==> src/rtl/core/ptw_pkg.sv <==
// ----------------------------------------------------------------------------
// Page table walker package
// Shared constants, codes and types of the four-level page table walker.
// ----------------------------------------------------------------------------
package ptw_pkg;

  localparam int TABLE_PAGES       = 64;
  localparam int ENTRIES_PER_TABLE = 512;
  localparam int IDX_W             = 9;
  localparam int PAGE_W            = $clog2(TABLE_PAGES);
  localparam int NFP_W             = $clog2(TABLE_PAGES + 1);
  localparam int TABLE_DEPTH       = TABLE_PAGES * ENTRIES_PER_TABLE;
  localparam int ADDR_W            = PAGE_W + IDX_W;
  localparam int ENTRY_W           = 64;
  localparam int PFN_W             = 40;
  localparam int VPN_W             = 36;

  localparam logic [11:0] LINK_FLAGS = 12'h007;
  localparam logic [1:0]  LVL_LEAF   = 2'd3;

  typedef enum logic [1:0] {
    FN_MAP    = 2'd0,
    FN_UNMAP  = 2'd1,
    FN_LOOKUP = 2'd2
  } ptw_func_e;

  typedef enum logic [1:0] {
    STAT_OK      = 2'd0,
    STAT_MISSING = 2'd1,
    STAT_OOM     = 2'd2
  } ptw_status_e;

  typedef enum logic [2:0] {
    S_CLEAR,
    S_IDLE,
    S_READ,
    S_EVAL,
    S_DONE
  } ptw_state_e;

  typedef struct packed {
    logic               we;
    logic [ADDR_W-1:0]  addr;
    logic [ENTRY_W-1:0] wdata;
  } ptw_mem_req_t;

  typedef struct packed {
    logic             valid;
    logic [PFN_W-1:0] pfn;
    ptw_status_e      status;
  } ptw_res_t;

  function automatic logic [IDX_W-1:0] level_index(input logic [VPN_W-1:0] vpn,
                                                   input logic [1:0] lvl);
    logic [IDX_W-1:0] idx;
    unique case (lvl)
      2'd0:    idx = vpn[35:27];
      2'd1:    idx = vpn[26:18];
      2'd2:    idx = vpn[17:9];
      default: idx = vpn[8:0];
    endcase
    return idx;
  endfunction

endpackage

==> src/rtl/core/ptw_walk.sv <==
// ----------------------------------------------------------------------------
// Page table walk sequencer
// Clears the pool after reset, then walks the four levels of each map, unmap
// or lookup request through the pool RAM, allocating missing levels on a map.
// ----------------------------------------------------------------------------
module ptw_walk
  import ptw_pkg::*;
(
  input  logic                 clk_i,
  input  logic                 rst_ni,
  input  logic                 in_valid_i,
  output logic                 in_stall_o,
  input  logic [1:0]           func_i,
  input  logic [47:0]          virt_addr_i,
  input  logic [51:0]          phys_addr_i,
  input  logic [11:0]          page_flags_i,
  output ptw_res_t             res_o,
  input  logic                 res_take_i,
  output ptw_mem_req_t         mem_o,
  input  logic [ENTRY_W-1:0]   mem_rdata_i
);

  ptw_state_e        state_q, state_d;
  logic [ADDR_W-1:0] clr_q, clr_d;
  logic [NFP_W-1:0]  nfp_q, nfp_d;
  logic [PAGE_W-1:0] page_q, page_d;
  logic [1:0]        lvl_q, lvl_d;
  logic [1:0]        func_q, func_d;
  logic [VPN_W-1:0]  vpn_q, vpn_d;
  logic [PFN_W-1:0]  pa_q, pa_d;
  logic [11:0]       flags_q, flags_d;
  logic [PFN_W-1:0]  res_pfn_q, res_pfn_d;
  ptw_status_e       status_q, status_d;
  logic [PFN_W-1:0]  entry_pfn;

  assign entry_pfn = mem_rdata_i[51:12];

  always_ff @(posedge clk_i or negedge rst_ni) begin
    if (!rst_ni) begin
      state_q <= S_CLEAR;
      clr_q   <= '0;
      nfp_q   <= NFP_W'(1);
    end else begin
      state_q <= state_d;
      clr_q   <= clr_d;
      nfp_q   <= nfp_d;
    end
  end

  always_ff @(posedge clk_i) begin
    page_q    <= page_d;
    lvl_q     <= lvl_d;
    func_q    <= func_d;
    vpn_q     <= vpn_d;
    pa_q      <= pa_d;
    flags_q   <= flags_d;
    res_pfn_q <= res_pfn_d;
    status_q  <= status_d;
  end

  always_comb begin
    state_d    = state_q;
    clr_d      = clr_q;
    nfp_d      = nfp_q;
    page_d     = page_q;
    lvl_d      = lvl_q;
    func_d     = func_q;
    vpn_d      = vpn_q;
    pa_d       = pa_q;
    flags_d    = flags_q;
    res_pfn_d  = res_pfn_q;
    status_d   = status_q;
    mem_o.we    = 1'b0;
    mem_o.addr  = {page_q, level_index(vpn_q, lvl_q)};
    mem_o.wdata = '0;

    unique case (state_q)
      S_CLEAR: begin
        mem_o.we   = 1'b1;
        mem_o.addr = clr_q;
        clr_d      = clr_q + ADDR_W'(1);
        if (clr_q == ADDR_W'(TABLE_DEPTH - 1)) begin
          state_d = S_IDLE;
        end
      end
      S_IDLE: begin
        if (in_valid_i) begin
          func_d    = func_i;
          vpn_d     = virt_addr_i[47:12];
          pa_d      = phys_addr_i[51:12];
          flags_d   = page_flags_i;
          page_d    = '0;
          lvl_d     = '0;
          res_pfn_d = '0;
          if (func_i == FN_MAP || func_i == FN_UNMAP || func_i == FN_LOOKUP) begin
            status_d = STAT_OK;
            state_d  = S_READ;
          end else begin
            status_d = STAT_MISSING;
            state_d  = S_DONE;
          end
        end
      end
      S_READ: begin
        state_d = S_EVAL;
      end
      S_EVAL: begin
        if (lvl_q != LVL_LEAF) begin
          if (mem_rdata_i[0]) begin
            if (entry_pfn >= PFN_W'(TABLE_PAGES)) begin
              status_d = STAT_MISSING;
              state_d  = S_DONE;
            end else begin
              page_d  = mem_rdata_i[12 +: PAGE_W];
              lvl_d   = lvl_q + 2'd1;
              state_d = S_READ;
            end
          end else if (func_q != FN_MAP) begin
            status_d = STAT_MISSING;
            state_d  = S_DONE;
          end else if (nfp_q >= NFP_W'(TABLE_PAGES)) begin
            status_d = STAT_OOM;
            state_d  = S_DONE;
          end else begin
            mem_o.we    = 1'b1;
            mem_o.wdata = {12'b0, PFN_W'(nfp_q), LINK_FLAGS};
            page_d      = nfp_q[PAGE_W-1:0];
            nfp_d       = nfp_q + NFP_W'(1);
            lvl_d       = lvl_q + 2'd1;
            state_d     = S_READ;
          end
        end else begin
          state_d = S_DONE;
          priority if (func_q == FN_MAP) begin
            mem_o.we    = 1'b1;
            mem_o.wdata = {12'b0, pa_q, flags_q};
          end else if (func_q == FN_UNMAP) begin
            mem_o.we    = 1'b1;
            mem_o.wdata = '0;
          end else if (mem_rdata_i[0]) begin
            res_pfn_d = entry_pfn;
          end else begin
            status_d = STAT_MISSING;
          end
        end
      end
      S_DONE: begin
        if (res_take_i) begin
          state_d = S_IDLE;
        end
      end
      default: begin
        state_d = S_IDLE;
      end
    endcase
  end

  assign in_stall_o   = (state_q != S_IDLE);
  assign res_o.valid  = (state_q == S_DONE);
  assign res_o.pfn    = res_pfn_q;
  assign res_o.status = status_q;

`ifndef ASSERT_OFF
  a_nfp_bound: assert property (@(posedge clk_i) disable iff (!rst_ni)
    nfp_q <= NFP_W'(TABLE_PAGES))
    else $error("Allocator ran past the end of the pool.");

  a_write_state: assert property (@(posedge clk_i) disable iff (!rst_ni)
    mem_o.we |-> (state_q == S_CLEAR || state_q == S_EVAL))
    else $error("Pool write outside the clear pass or a walk step.");

  a_oom_map: assert property (@(posedge clk_i) disable iff (!rst_ni)
    (res_o.valid && res_o.status == STAT_OOM) |-> (func_q == FN_MAP))
    else $error("Out-of-pages status on a request that does not allocate.");

  a_pfn_lookup: assert property (@(posedge clk_i) disable iff (!rst_ni)
    (res_o.valid && res_o.pfn != '0) |-> (func_q == FN_LOOKUP && res_o.status == STAT_OK))
    else $error("Nonzero address returned by something other than a good lookup.");

  a_alloc_step: assert property (@(posedge clk_i) disable iff (!rst_ni)
    (nfp_q != $past(nfp_q)) |-> ($past(state_q) == S_EVAL && state_q == S_READ))
    else $error("Allocator advanced outside a walk step.");
`endif

endmodule

==> config.mk <==
export PLATFORM = sky130hd
export DESIGN_NAME = ptw_walk
export DESIGN_NICKNAME = d
export VERILOG_FILES = /design/src/rtl/core/ptw_pkg.sv /design/src/rtl/core/ptw_walk.sv
export SDC_FILE = /design/constraint.sdc
export NUM_CORES = 1
export LEC_CHECK = 0
export ABC_AREA = 1
export BUFFER_PORTS_ARGS = -buffer_cell sky130_fd_sc_hd__buf_2
export CORE_UTILIZATION = 45
export CTS_CLUSTER_SIZE = 16
export DETAILED_ROUTE_END_ITERATION = 10
export GPL_TIMING_DRIVEN = 0
export PLACE_DENSITY_LB_ADDON = 0.05
export SYNTH_ARGS = -nofsm -noshare
export SYNTH_HDL_FRONTEND = slang
export SYNTH_SLANG_ARGS = --single-unit
==> constraint.sdc <==
create_clock -name clk_i -period 6.2 [get_ports clk_i]
set_input_delay 0.62 -clock clk_i [delete_from_list [all_inputs] [get_ports clk_i]]
set_output_delay 0.62 -clock clk_i [all_outputs]
set_load 0.03 [all_outputs]
==> results of run 1 <==
[how the worst max path moves through the flow]
stage / slack [ns] / depth (start not counted) / to / start
floorplan: 0.93 / 4 / flags_q[0] / state_q[0]
global placement: -0.20 / 4 / pa_q[22] / state_q[0]
detailed placement: 3.62 / 6 / mem_o[12] / lvl_q[0]
CTS: 3.16 / 6 / mem_o[12] / lvl_q[0]
global route: 3.06 / 6 / mem_o[2] / func_q[1]
finish: 3.27 / 6 / mem_o[12] / lvl_q[0]
[power by group]
part	internal (W)	leakage (nW)	total (W)	switching, W
logic	0.000388	2.71	0.00149	0.00111
registers	0.00160	1.63	0.00170	0.000101
clock network	0.000647	0.303	0.00110	0.000457
[metrics by stage]
step,worst slack (ns),cells,total power (W),cell area (um2),hold WS [ns]
2_1_floorplan,0.9304,676,0.002746,7209,0.3244
3_3_place_gp,-0.2015,1132,0.003190,8700,0.4695
3_5_place_dp,3.625,1135,0.003230,8775,0.4688
4_1_cts,3.161,1167,0.004333,9392,0.2032
5_1_grt,3.063,1167,0.004529,9392,0.2212
6_report,3.269,1167,0.004299,9392,0.1934
[kinds of logic (layout without fill, tap and decap cells)]
group           count (synthesis)  after routing  share of synthesized area
compound gates                 56             56                    0.04643
xor+xnor                       18             18                    0.02199
fa+ha+maj                       7              7                    0.01222
buf+inv                       167            447                    0.09600
flops                         165            165                     0.6739
other cells                     1             12                  0.0005231
simple gates                  251            251                     0.1489
[sequential cells by signal (all words and copies together) (netlist names)]
register,flops
clr_q,15
flags_q,12
func_q,2
lvl_q,2
nfp_q,7
pa_q,40
page_q,6
res_pfn_q,40
state_q,3
status_q,2
vpn_q,36
[cell type report]
class / instances / area share
Clock buffer: 17 / 0.04530
Tap cell: 211 / 0.02811
Buffer: 32 / 0.01932
Multi-Input combinational cell: 344 / 0.1816
Inverter: 135 / 0.05396
Timing Repair Buffer: 248 / 0.1370
Sequential cell: 165 / 0.5144
Clock inverter: 15 / 0.02038
[cell usage in the layout (no fill, tap or decap), types with 2 or more instances in the layout]
cell         n
dfrtp_1     24
buf_1        3
nand2_1     77
nor3_1      10
inv_1      134
o22ai_1      2
xor2_1      18
clkinv_2     2
bufinv_16    3
a21oi_1     15
clkbuf_1     6
nor2_2       2
nor2_1     126
buf_2      255
nand3_1     21
o211ai_1     5
nand3_4      2
inv_8        2
clkbuf_16   17
buf_12       3
o21ai_0     21
conb_1      12
inv_6        6
edfxtp_1   140
a22oi_1      7
buf_4       13
nor3_2       2
ha_1         7
nor2_4       5
o32ai_1      4
[layer usage]
metal | track usage | vias up | routed length [um]
met5 | 0 | - | 0
met4 | 0.06851 | 0 | 195
met3 | 0.06928 | 17 | 1322
met2 | 0.3450 | 203 | 7909
met1 | 0.2354 | 2403 | 6611
li1 | - | 2661 | -
==> metrics.md, run 1 <==
| Metric | Value |
|---|---|
| Post-route ant nets | 0 |
| Row Count | 45 |
| CTS root buf | clkbuf_16 |
| Initial antenna violation count | 1 |
| Slew HR | 0.4551 |
| First-pass GRT wire length | 24830 um |
| Clock-pin slew on the worst setup and hold paths | 0.07 ns |
| Most instantiated cells after synthesis | 140 x edfxtp_1, 134 x inv_1, 128 x nor2_1 |
| Max_cap viols | 0 |
| Syn_area_per_cell | 10.78 um2 |
| Setup-failing EPs final | 0 |
| Fin crit share | 0.4728 |
| Syn Std Cell Area | 0.007168 mm2 |
| Worst-Margin Slew | 0.8174 ns |
| Clk_lat worst skew | 0.42 ns |
| Top cell type's share of synthesized area | 0.5865 |
| Most common cell in the netlist | edfxtp_1 |
| Vias in the first global route | 5208 |
| TritonCTS clock tree | done |
| Largest area contributor in the netlist | edfxtp_1 |
| Post-CTS Setup Inserts | 0 |
| Fmax | 341.2 MHz |
| Startpoint class of the critical path | flip-flop |
| Synthesis Warnings | 0 |
| Wirelength, routed | 16040 um |
| Synth area leaders | edfxtp_1 59%, dfrtp_1 8.4%, inv_1 7.0% |
| Routed len/inst | 13.74 um |
| Clock buffer depth | 2 |
| Largest net degree at the start of global routing | 36 |
| Post-synth EDFFs | 140 |
| Core ar. | 0.01537 mm2 |
| Pre-Repair DR Iteration Count | 4 |
| Flop2flop setup slack | 3.78 ns |
| Hpwl dp | 12310 um |
| H-tree levels | 4 |
| # IOs | 306 |
| RR Startpoint | lvl_q[0] |
| Peak VDD IR | 226.5 uV |
| Library cells used by synthesis | 34 |
| Post-cts sizing count | 0 |
| Total GRT Usage | 0.2014 |
| Yosys reg bits | 165 |
| Hold buffers post-CTS | 0 |
| Layout net count | 1132 |
| Vias per cell | 4.528 |
| Die height | 128.2 um |
| Area occupied by multi-input gates | 0.001705 mm2 |
| Area Growth Syn to Fin | 31.02% |
| Via count | 5284 |
| Inserted Clock Buffers | 17 |
| Buf+Inv Stages, Crit Path | 3 |
| Worst Reg-to-Reg Cells | 6 |
| CP max-delay cell | edfxtp_1 |
| Leak Pwr | 4.643 nW |
| Port bufs | 245 |
| Reg area | 0.004831 mm2 |
| Final min period | 2.931 ns |
| Hold Path Class | in -> async |
| Share of cells above drive strength 1 | 0.3337 |
| Crit path top cell by count | buf_2 |
| Drt initial violations | 214 |
| Status | completed |
| Critical path arrival | 2.31 ns |
| Clk sinks | 165 |
| Fin. max-slew vios | 0 |
| Power per cell area | 457.7 mW/mm2 |
| Ys flop type | edfxtp_1 |
| CP cell instances | ha_1 -> clkbuf_1 -> nand3_1 -> buf_2 -> o32ai_1 -> buf_2 |
| Initial Utilization | 0.4663 |
| Top delay family on crit path | buffers and inverters |
| RR Endpoint | page_q[1] |
| Synth async-reset ratio | 0.1515 |
| Critical path endpoint category | output pin |
| Crit Path Max Fanout | 10 |
| DRC errors left | 0 |
| Die Wd | 128.2 um |
| Post-synthesis cell count | 665 |
| Die area | 0.01644 mm2 |
| Final core utilization | 0.6110 |
| GP Congestion | 0.8252 |
| Fin Clk Skew | 0.007973 ns |
| Critical path type | reg -> out |
| CP Data Required Time | 5.58 ns |
| Critical path's largest stage delay | 0.41 ns |
| Unrepaired setup endpoints after global routing | false |
| Seq/Total Area, Yosys | 0.6739 |
| ANT cells | 0 |
| Fin. Hold Viols | 0 |
| Fillers | 1361 |
| TNS Setup | 0 ns |
| GRT overflow | 0 |
Note: power is estimated with default switching activity, not from simulation.
==> inputs of run 2 (changes only) <==
==> constraint.sdc (replaced) <==
create_clock -name clk_i -period 2.95 [get_ports clk_i]
set_input_delay 0.295 -clock clk_i [delete_from_list [all_inputs] [get_ports clk_i]]
set_output_delay 0.295 -clock clk_i [all_outputs]
set_load 0.03 [all_outputs]
==> run 2 against run 1 <==
  * Sequential cell count unchanged
  * Sequential power up 110%
  * Non-clock buffer count up 1
  * Cell area about the same
  * First-iteration DRC count up 28%
  * Die area unchanged
  * Largest cell class unchanged
  * Largest power group unchanged
==> metrics.md, run 2 (synthesis results as in run 1) <==
| Metric | Value |
|---|---|
| Flop2flop setup slack | 0.51 ns |
| Hpwl dp | 12050 um |
| Status | completed |
| Critical path arrival | 2.33 ns |
| Vias per cell | 4.513 |
| Max_cap viols | 0 |
| CP Data Required Time | 2.65 ns |
| Drt initial violations | 274 |
| Wirelength, routed | 15950 um |
| DRC errors left | 0 |
| Share of cells above drive strength 1 | 0.3333 |
| Inserted Clock Buffers | 17 |
| Fmax | 381.0 MHz |
| Commonest non-fill, non-tap cell in the layout | buf_2 |
| H-tree levels | 4 |
| Die Wd | 128.2 um |
| Area Growth Syn to Fin | 31.14% |
| Slew HR | 0.3998 |
| Row Count | 45 |
| Top flop regs | pa_q (40), res_pfn_q (40), vpn_q (36) |
| GRT overflow | 0 |
| RR Startpoint | state_q[0] |
| Initial antenna violation count | 0 |
| Hold path start | phys_addr_i[22] |
| Peak VDD IR | 486.0 uV |
| Initial Utilization | 0.4663 |
| Startpoint class of the critical path | flip-flop |
| Final min period | 2.625 ns |
| Clk sinks | 165 |
| Commonest cells after routing, fill and taps aside | 255 x buf_2, 140 x edfxtp_1, 134 x inv_1 |
| Layout net count | 1133 |
| Final core utilization | 0.6116 |
| Clk_lat worst skew | 0.42 ns |
| First-pass GRT wire length | 25110 um |
| GP Congestion | 0.8133 |
| Largest net degree at the start of global routing | 37 |
| ANT cells | 0 |
| Die area | 0.01644 mm2 |
| Total GRT Usage | 0.2047 |
| Critical path endpoint category | output pin |
| Worst setup path start | lvl_q[0] |
| Pre-Repair DR Iteration Count | 5 |
| Leak Pwr | 4.643 nW |
| Placed cell area | 0.008782 mm2 |
| Fin. Hold Viols | 0 |
| Fin Clk Skew | 0.009067 ns |
| TritonCTS clock tree | done |
| Worst-Margin Slew | 0.8982 ns |
| Power per cell area | 954.5 mW/mm2 |
| # IOs | 306 |
| Routed len/inst | 13.66 um |
| Core ar. | 0.01537 mm2 |
| Hold Path Class | in -> reg |
| Fin crit share | 0.8897 |
| Clock-pin slew on the worst setup and hold paths | 0.06 ns |
| Setup-failing EPs final | 0 |
| Vias in the first global route | 5291 |
| Critical path type | reg -> out |
| Clock buffer depth | 2 |
| Fin area | 0.009400 mm2 |
| Fin. max-slew vios | 0 |
| Post-route ant nets | 0 |
| Crit Path Max Fanout | 10 |
| CTS root buf | clkbuf_16 |
| Port bufs | 245 |
| Via count | 5271 |
| Die height | 128.2 um |
| Unrepaired setup endpoints after global routing | false |
==> run 2: critical path, stage by stage (launching register included) <==
cell and delay (ns):
edfxtp_1 0.40, ha_1 0.16, clkbuf_1 0.29, buf_2 0.33, a21oi_1 0.07, nand3_1 0.12, o21ai_0 0.09, o21ai_0 0.21
buf_2 0.24
==> run 2: report_power, final <==
group	switching [W]	total, W	internal (W)
registers	0.000208	0.00357	0.00337
clock network	0.000908	0.00225	0.00134
logic	0.00233	0.00315	0.000826
total	0.00344	0.00897	0.00553
==> run 2: timing repair <==
action | 4_1_cts | 5_1_grt
endpoints found under the setup margin | 0 | 1
hold endpoints to repair | 24 | 0
resized for setup | 0 | 1
hold buffers | 1 | 0
setup buffers | 0 | 0
==> run 2: final timing paths <==
path / endpoint / depth (start not counted)
worst max-delay path: mem_o[72] / 8
worst min-delay path: pa_q[10] / 1
worst max register to register: pa_q[2] / 6
worst min register to register: nfp_q[6] / 2
max in group asynchronous: nfp_q[1] / 2
min in group asynchronous: clr_q[11] / 2
==> run 2: through the flow <==
stage          hold WS (ns)  setup TNS (ns)  total power, W  std cells  setup WS, ns
4_1_cts             0.02796               0        0.009054       1168        0.2246
6_report            0.04144               0        0.008973       1168        0.3255
2_1_floorplan    -0.0005911               0        0.005736        676        0.2077
3_5_place_dp         0.3349               0        0.006798       1135        0.5115
3_3_place_gp         0.3227          -18.35        0.006669       1132       -0.2478
5_1_grt             0.01437               0        0.009484       1168        0.1299
==> run 2: layer usage <==
metal | up-vias | part of all wire | global-route usage
li1 | 2666 | - | -
met1 | 2372 | 0.41 | 0.2399
met2 | 213 | 0.48 | 0.3415
met3 | 20 | 0.094 | 0.08055
met4 | 0 | 0.016 | 0.07128
met5 | - | 0 | 0
==> run 2: layout make-up <==
cell class,instances,area (um2)
Timing Repair Buffer,249,1304
Buffer,32,181.4
Clock buffer,17,425.4
Multi-Input combinational cell,344,1710
Inverter,135,506.7
Fill cell,1326,5971
Tap cell,211,264.0
Sequential cell,165,4831
Clock inverter,15,177.7
